<file path="config.mk">
export PLATFORM = sky130hd
export DESIGN_NAME = hweq_ram
export DESIGN_NICKNAME = d
export VERILOG_FILES = /design/src/hw/rtl/hweq_ram.sv
export SDC_FILE = /design/constraint.sdc
export NUM_CORES = 2
export LEC_CHECK = 0
export BUFFER_PORTS_ARGS = -buffer_cell sky130_fd_sc_hd__buf_2
export CORE_MARGIN = 10
export CORE_UTILIZATION = 45
export CTS_CLUSTER_DIAMETER = 100
export DETAILED_ROUTE_END_ITERATION = 8
export PLACE_DENSITY_LB_ADDON = 0.25
export SLEW_MARGIN = 20
export SYNTH_ARGS = -nofsm -noshare
export SYNTH_HDL_FRONTEND = slang
export SYNTH_SLANG_ARGS = --single-unit
</file>
<file path="constraint.sdc">
create_clock -name clock -period 6.4 [get_ports clock]
set_input_delay 0.64 -clock clock [delete_from_list [all_inputs] [get_ports clock]]
set_output_delay 0.64 -clock clock [all_outputs]
set_load 0.1 [all_outputs]
</file>
<file path="src/hw/rtl/hweq_ram.sv">
// generic single-write, single-read ram with registered read
module hweq_ram #(
   parameter int WIDTH = 16,
   parameter int DEPTH = 256
) (
   input  logic                     clock,
   input  logic                     wr_en,
   input  logic [$clog2(DEPTH)-1:0] wr_addr,
   input  logic [WIDTH-1:0]         wr_data,
   input  logic [$clog2(DEPTH)-1:0] rd_addr,
   output logic [WIDTH-1:0]         rd_data
);

   logic [WIDTH-1:0] mem_ff [DEPTH];
   logic [WIDTH-1:0] rd_data_ff;

   always_ff @(posedge clock) begin
      if (wr_en) begin
         mem_ff[wr_addr] <= wr_data;
      end
      rd_data_ff <= mem_ff[rd_addr];
   end

   assign rd_data = rd_data_ff;

endmodule

</file>
==> flow_summary.ini <==
[status]
status = completed

[timing]
skew_ns = 0.04414
fin_tns_setup_ns = 0
rsz0062_at_grt = false
post-route-min-period_ns = 3.833
hold_violations = 0
post-route-period-util_pct = 59.89
setup_viol_count_final = 0
slew_violations = 0
hold_ws_ns = 0.1433
timing.slew.headroom_pct = 12.07
worstMarginPinSlew_ns = 1.319
max_freq_mhz = 260.9

[place]
dp_cells = 11960
globalplace.congestion = 0.8802
detailed_place_hpwl_um = 249200
io_buffers = 49

[yosys]
yosysWarnings = 0
yosys_register_bits = 4112
synth-main-ff-cell = edfxtp_1
synthMostInstantiatedCell = edfxtp_1
synth-edff-count = 4096
postSynthAreaPerCell_um2 = 21.56
syn_nets = 7394
synthArstFlopShare_pct = 0
yosys.area.top_type = edfxtp_1
synth_common_cells = edfxtp_1 (4,096), mux4_2 (797), mux2i_1 (565)
synth.top_cells.by_area = edfxtp_1 (77%), mux4_2 (11%), mux2i_1 (3.6%)
netlist_area_mm2 = 0.1587
ys_types = 52
yosysTopAreaCellShare_pct = 77.50
ys_seq_area_share_pct = 77.70
syn_inst = 7360

[power_and_ir_drop]
combPwrFrac_pct = 5.0
swShare_pct = 21.36
pwr-share-clk_pct = 43.1
power.total_w = 0.05738
power_density_mw_per_mm2 = 318.7
p_switching_w = 0.01225
p_leak_nw = 56.83
ir_drop_mv = 0.2186
p_seq_share_pct = 51.9
p_int_w = 0.04512

[cts]
hold_buffers = 0
root_buffer = clkbuf_16
cts_resized = 0
cts_tree = done
clock-sinks = 4112
htree_levels = 5
clkTransAtPathRegs_ns = 0.06
worst_skew_pair.late_latency_ns = 0.97
cts_max_path_buffers = 4
postCtsSetupRepairBufs = 0
numCtsBuffers = 415

[worst_setup_path]
critPathMaxStageDelay_ns = 0.85
reg2reg_from = mem_ff[129][11]
rrSetupSlack_ns = 3.25
crit_path_max_fanout = 48
worstPathRequired_ns = 7.22
slowest_stage = o21ai_0
critical_path_class = input pin to flip-flop
crit_chain = clkbuf_8 > or2_4 > buf_12 > o22ai_1 > nor3_1 > o21ai_0 > nand3_1 > nor4_1
r2r-end = rd_data[11]
worstRegToRegCells = 6
cp-end-kind = flip-flop
cp.arrival_ns = 4.66
cp-start-kind = input pin

[drt]
drt_iter0_drc = 9793
wire_per_inst_um = 33.19
postRouteAntennaNets = 0
wl_um = 423000
avgViaCountPerCell = 6.172
vias = 78670
drc = 0
first_pass_iters = 5

[finish]
fillerInstances = 27450
instances_no_fill = 12750
register_area_mm2 = 0.1233
multiInputGateArea_mm2 = 0.03311
syn_to_final_growth_pct = 13.44
final_net_count = 7791
drive_gt1_share_pct = 24.86

[job]
maxCapViolCount = 0

[floorplanning]
rows = 218
die_h_um = 613.9
coreArea_mm2 = 0.3519
start_util_pct = 45.11
die_x_um = 613.9
dieArea_mm2 = 0.3769
io_pins = 50

[worst_hold_path]
hold_depth = 1
min_to = mem_ff[231][1]
hold_class = input pin to flip-flop
min_from = wr_data[1]

[global_routing]
track_usage_pct = 22.02
antenna_found_initial = 30
grt_pass1_wl_um = 597600
grt-ovfl-total = 0
grt_max_degree = 181
grt_pass1_vias = 77800
-- cell usage in the layout (no fill, tap or decap), drive strengths merged, types with 28 or more instances in the layout --
cell type | netlist | layout
nand2 | 38 | 38
mux4 | 797 | 797
a22o | 32 | 32
nand3 | 35 | 35
nor2 | 304 | 304
edfxtp | 4096 | 4096
clkbuf | 230 | 506
mux2i | 565 | 565
nor3 | 92 | 92
o221ai | 253 | 253
bufinv | 0 | 58
o22ai | 148 | 148
o21ai | 38 | 38
a22oi | 43 | 43
buf | 222 | 431
clkinv | 0 | 194
mux2 | 88 | 88
a21oi | 175 | 175
a221oi | 28 | 28
-- per-stage QoR --
stage               util, %  area (um^2)  setup WS [ns]
floorplan                 -       158700          3.595
global placement      47.15       165900          1.590
detailed placement    47.18       166000          1.627
CTS                   51.14       180000          2.659
global route          51.16       180000          2.487
finish                51.17       180000          2.567
-- cell families after synthesis --
group	count (synthesis)	share of synthesized area, %
DFF	4112	77.70
muxes	1450	15.50
AOI/OAI and AO/OA	786	3.537
and+or+nand+nor	556	1.574
buffers and inverters	456	1.693
-- worst max-delay path: cells and delay by family --
kind,cells,cell delay (ns)
AND/OR/NAND/NOR,4,2.05
buffers and inverters,2,0.66
AO/OA/AOI/OAI,2,1.16
-- sequential cells by signal (all words and copies together), names as in the netlist --
signal,cells
rd_data,16
mem_ff,4096
-- final cells by class --
type                            count  share of cell area, %
Clock buffer                      505                  6.072
Inverter                            4                0.01529
Antenna cell                       13                0.01807
Clock inverter                    268                  1.674
Timing Repair Buffer              432                  2.124
Sequential cell                  4112                  68.49
Multi-Input combinational cell   2792                  18.39
Tap cell                         4620                  3.211
-- worst max-delay path by stage --
stage,startpoint,end,slack [ns]
global placement,rd_addr[0],rd_data[15],1.59
finish,rd_addr[2],rd_data[6],2.57
CTS,rd_addr[0],rd_data[7],2.66
floorplan,wr_addr[3],mem_ff[235][0],3.60
detailed placement,rd_addr[2],rd_data[12],1.63
global route,rd_addr[0],rd_data[7],2.49
-- metal layers --
layer | global-route usage [%] | part of all wire [%] | vias to the layer above
met1 | 30.69 | 40 | 42340
met5 | 0 | 0.013 | -
met3 | 4.505 | 8.6 | 621
li1 | - | - | 32150
met2 | 35.13 | 48 | 3558
met4 | 7.128 | 3.6 | 8
-- power groups by stage --
stage | Combinational, W | Clock, W | Sequential (W)
floorplan | 0.00146 | 0 | 0.0304
global placement | 0.00284 | 0 | 0.0303
detailed placement | 0.00289 | 0 | 0.0303
CTS | 0.00289 | 0.0251 | 0.0298
global route | 0.00301 | 0.0262 | 0.0297
finish | 0.00288 | 0.0247 | 0.0298
Note: power is estimated with default switching activity, not from simulation.
