--- config.mk ---
export PLATFORM = sky130hd
export DESIGN_NAME = hweq_level_calc
export DESIGN_NICKNAME = d
export VERILOG_FILES = /design/src/hw/rtl/hweq_pkg.sv /design/src/hw/rtl/hweq_level_calc.sv
export SDC_FILE = /design/constraint.sdc
export NUM_CORES = 1
export LEC_CHECK = 0
export BUFFER_PORTS_ARGS = -buffer_cell sky130_fd_sc_hd__buf_2
export CAP_MARGIN = 0
export CORE_ASPECT_RATIO = 1.4
export CORE_UTILIZATION = 25
export DETAILED_ROUTE_END_ITERATION = 8
export GPL_TIMING_DRIVEN = 0
export SLEW_MARGIN = 5
export SYNTH_ARGS = -nofsm -noshare
export SYNTH_HDL_FRONTEND = slang
export SYNTH_SLANG_ARGS = --single-unit
export TNS_END_PERCENT = 100
--- constraint.sdc ---
create_clock -name clock -period 6.2 [get_ports clock]
set_input_delay 0.62 -clock clock [delete_from_list [all_inputs] [get_ports clock]]
set_output_delay 0.62 -clock clock [all_outputs]
set_load 0.02 [all_outputs]
--- src/hw/rtl/hweq_pkg.sv ---
// shared constants and command codes for the histogram equalizer
package hweq_pkg;

   localparam int PIXEL_BITS_DEFAULT = 8;
   localparam int COUNT_LOG2_DEFAULT = 24;

   localparam int LEVEL_W = 16;
   localparam int CMD_W   = 2;

   localparam logic [LEVEL_W-1:0] OUT_MAX_RESET = 16'd255;

   localparam logic [CMD_W-1:0] CMD_CLEAR = 2'd0;
   localparam logic [CMD_W-1:0] CMD_COUNT = 2'd1;
   localparam logic [CMD_W-1:0] CMD_BUILD = 2'd2;
   localparam logic [CMD_W-1:0] CMD_MAP   = 2'd3;

endpackage

--- src/hw/rtl/hweq_level_calc.sv ---
// equalized level unit: registered multiply, then one quotient bit per cycle
module hweq_level_calc #(
   parameter int COUNT_W = 25
) (
   input  logic                        clock,
   input  logic                        reset,
   input  logic                        start,
   input  logic [hweq_pkg::LEVEL_W-1:0] out_max,
   input  logic [COUNT_W-1:0]          cum,
   input  logic [COUNT_W-1:0]          total,
   output logic                        done,
   output logic [hweq_pkg::LEVEL_W-1:0] level
);

   localparam int LW     = hweq_pkg::LEVEL_W;
   localparam int PW     = LW + COUNT_W;
   localparam int STEP_W = $clog2(LW);
   localparam logic [STEP_W-1:0] LAST_STEP = STEP_W'(LW - 1);

   logic              busy_ff, busy_in;
   logic              done_ff, done_in;
   logic [STEP_W-1:0] step_ff, step_in;
   logic [PW-1:0]     rem_ff, rem_in;
   logic [PW-1:0]     dsh_ff, dsh_in;
   logic [LW-1:0]     quo_ff, quo_in;

   always_comb begin
      busy_in = busy_ff;
      done_in = 1'b0;
      step_in = step_ff;
      rem_in  = rem_ff;
      dsh_in  = dsh_ff;
      quo_in  = quo_ff;
      if (start) begin
         busy_in = 1'b1;
         step_in = '0;
         rem_in  = PW'(out_max) * PW'(cum);
         dsh_in  = PW'(total) << (LW - 1);
         quo_in  = '0;
      end else if (busy_ff) begin
         if (rem_ff >= dsh_ff) begin
            rem_in = rem_ff - dsh_ff;
            quo_in = {quo_ff[LW-2:0], 1'b1};
         end else begin
            quo_in = {quo_ff[LW-2:0], 1'b0};
         end
         dsh_in  = dsh_ff >> 1;
         step_in = step_ff + STEP_W'(1);
         if (step_ff == LAST_STEP) begin
            busy_in = 1'b0;
            done_in = 1'b1;
         end
      end
   end

   always_ff @(posedge clock) begin
      if (reset) begin
         busy_ff <= 1'b0;
         done_ff <= 1'b0;
      end else begin
         busy_ff <= busy_in;
         done_ff <= done_in;
      end
      step_ff <= step_in;
      rem_ff  <= rem_in;
      dsh_ff  <= dsh_in;
      quo_ff  <= quo_in;
   end

   assign done  = done_ff;
   assign level = quo_ff;

endmodule

==> results.cfg <==
[outcome]
status = finished, violations left
violations = negative setup slack

[layout]
layout_common_cells = inv_1 (396), fa_1 (310), nand2_1 (294)
area_growth_syn_to_layout_pct = 23.1
drive_above_1_share_pct = 16.6
nets = 2910
layout_commonest_cell = inv_1
fillers = 7906
postLayoutCoreUtil_pct = 31.1

[clock_network]
clk_path_buf_depth = 2
cts_root_buf = clkbuf_16
cts_hold_buffers = 0
htreeDepth = 3
cts_buffers = 9
clk_latency_ns = 0.37
clkTransAtPathRegs_ns = 0.08
clock_sinks = 103
cts_tree = built

[synthesis]
synth_edf_count = 66
syn_nets = 2716
ys_types = 78
yosysWarningCount = 0
synth_area_sq_mm = 0.0193
ys.flop_type = edfxtp_1
ys_seq_area_share_pct = 14.1
syn_inst = 2172
ys_ff_latch = 103
synthArstFlopShare_pct = 0
syn_area_per_cell_sq_um = 8.88

[detailed_routing]
ant_nets = 0
vias = 15600
drc = 0
viasPerCell = 4.66
wl_per_cell_microns = 18.2
dr.pass1.iters = 7
drt-total-wl_microns = 60900
drt_iter0_markers = 880

[hold_path]
holdPathStages = 2
hold_path.class = primary input to register

[global_routing]
grt_max_degree = 31
grt.total_usage_pct = 15.5
grt_pass1_wl_microns = 93100
antenna_found_initial = 1
grt_overflow = 0
grt_pass1_vias = 16500

[die]
dieHeight_microns = 331
io_pins = 86
core_sq_mm = 0.0764
fp-row-count = 120
fp.dieW_microns = 237
initial_core_util_pct = 25.2
dieArea_sq_mm = 0.0783

[setup_path]
cp-start-kind = primary input
r2r_cells = 13
crit_path_end_kind = register
reg2reg_slack_ns = 2.04
crit_required_ns = 6.29
cpMaxStageDelayCell = fa_1
arrival_ns = 6.30
critical-path-max-stage-delay_ns = 0.61
cpMostUsedCell = fa_1
crit_path_max_fanout = 7
path_class = primary input to register

[timing]
worst_clock_skew_ns = 0.00926
layout_setup_ws_ns = -0.00720
fin_crit_sh_pct = 100
maxSlewViolCount = 0
hold_violations = 0
fmax_mhz = 161
rsz0062_at_grt = yes
period_needed_ns = 6.21
finalSetupViolations = 1
maxSlewHeadroom_pct = 25.8
worst_pin_slew_ns = 1.11

[flow_run]
drv_cap = 0

[placed_design]
port-buffer-count = 82
place_congestion = 0.927
dpl.hpwl_microns = 48600
-- registers in the layout (all words and copies together), names as in the netlist --
signal	count
level	16
dsh_ff	40
done	1
busy_ff	1
rem_ff	41
step_ff	4
-- synth_stat cells, types with 14 or more instances --
library cell	n	area [sq um]
inv_1	414	1550
and2_1	170	1060
a22o_1	24	210
a21oi_1	80	400
edfxtp_1	66	1980
nand2_1	301	1130
o21ai_1	27	135
nand3_1	27	135
nor2_1	93	349
ha_1	154	1930
o21ai_0	41	205
clkbuf_1	90	338
a211oi_1	14	105
xnor2_1	36	315
dfxtp_1	37	741
mux2i_1	36	360
nand4_1	16	100
fa_1	321	6430
a21o_1	39	293
xor2_1	33	289
-- final cells by class --
type	count	area (sq um)	share of cell area [%]
diodes	1	2.50	0.0105
plain buffers	96	1310	5.50
clock buffers	9	225	0.948
clock inverters	7	86.3	0.363
inverters	416	1560	6.57
multi-input cells	1549	15000	63.2
flip-flops and latches	103	2720	11.5
well taps	976	1220	5.14
repair buffers	191	1610	6.76
-- critical path, delay by kind of cell --
kind                     cells  cell delay (ns)
AO/OA/AOI/OAI                5             0.80
XOR/XNOR                     1             0.05
adder cells (fa/ha/maj)      7             3.36
buffers and inverters        8             0.86
AND/OR/NAND/NOR              4             0.59
-- metal layers --
metal  global-route usage, %  share of wire [%]  vias to the layer above
met2                    28.8                 51                      490
met3                    2.17                5.0                      162
met5                       0                  0                        -
met4                    8.88                6.3                        0
li1                        -                  -                     7229
met1                    16.9                 38                     7734
-- worst paths after layout --
| kind | startpoint | endpoint |
|---|---|---|
| worst max register to register | dsh_ff[23] | rem_ff[23] |
| worst min-delay path | reset | busy_ff |
| worst min register to register | level[15] | level[15] |
| worst max-delay path | cum[10] | rem_ff[33] |
-- cells by family after synthesis --
group	after synthesis	share of synthesized area, %
AND/OR/NAND/NOR	649	15.8
flip-flops	103	14.1
adder cells (fa/ha/maj)	475	43.3
buffers and inverters	520	10.4
XOR/XNOR	69	3.13
AO/OA/AOI/OAI	319	11.4
multiplexers	37	1.93
-- timing repair --
| item | 4_1_cts | 5_1_grt |
|---|---|---|
| endpoints found under the setup margin | 23 | 16 |
| gates resized for setup | 232 | 168 |
| pin swaps | 22 | 66 |
| buffers inserted | 27 | 76 |
| gates cloned | 0 | 5 |
-- stage by stage --
step	instance area, sq um	setup TNS (ns)	hold slack (ns)	setup slack [ns]	instances
CTS	22600	-0.0372	0.415	-0.0372	3267
detailed placement	21000	-24.32	0.493	-1.51	3231
global placement	21000	-23.14	0.468	-1.41	3230
floorplan	19400	0	0.454	0.00606	2172
global route	23800	-0.915	0.417	-0.175	3348
finish	23800	-0.00720	0.438	-0.00720	3348
Power is left out: the tool's default activity adds up to more than one toggle a clock period on the data nets, which glitch-free logic cannot reach.
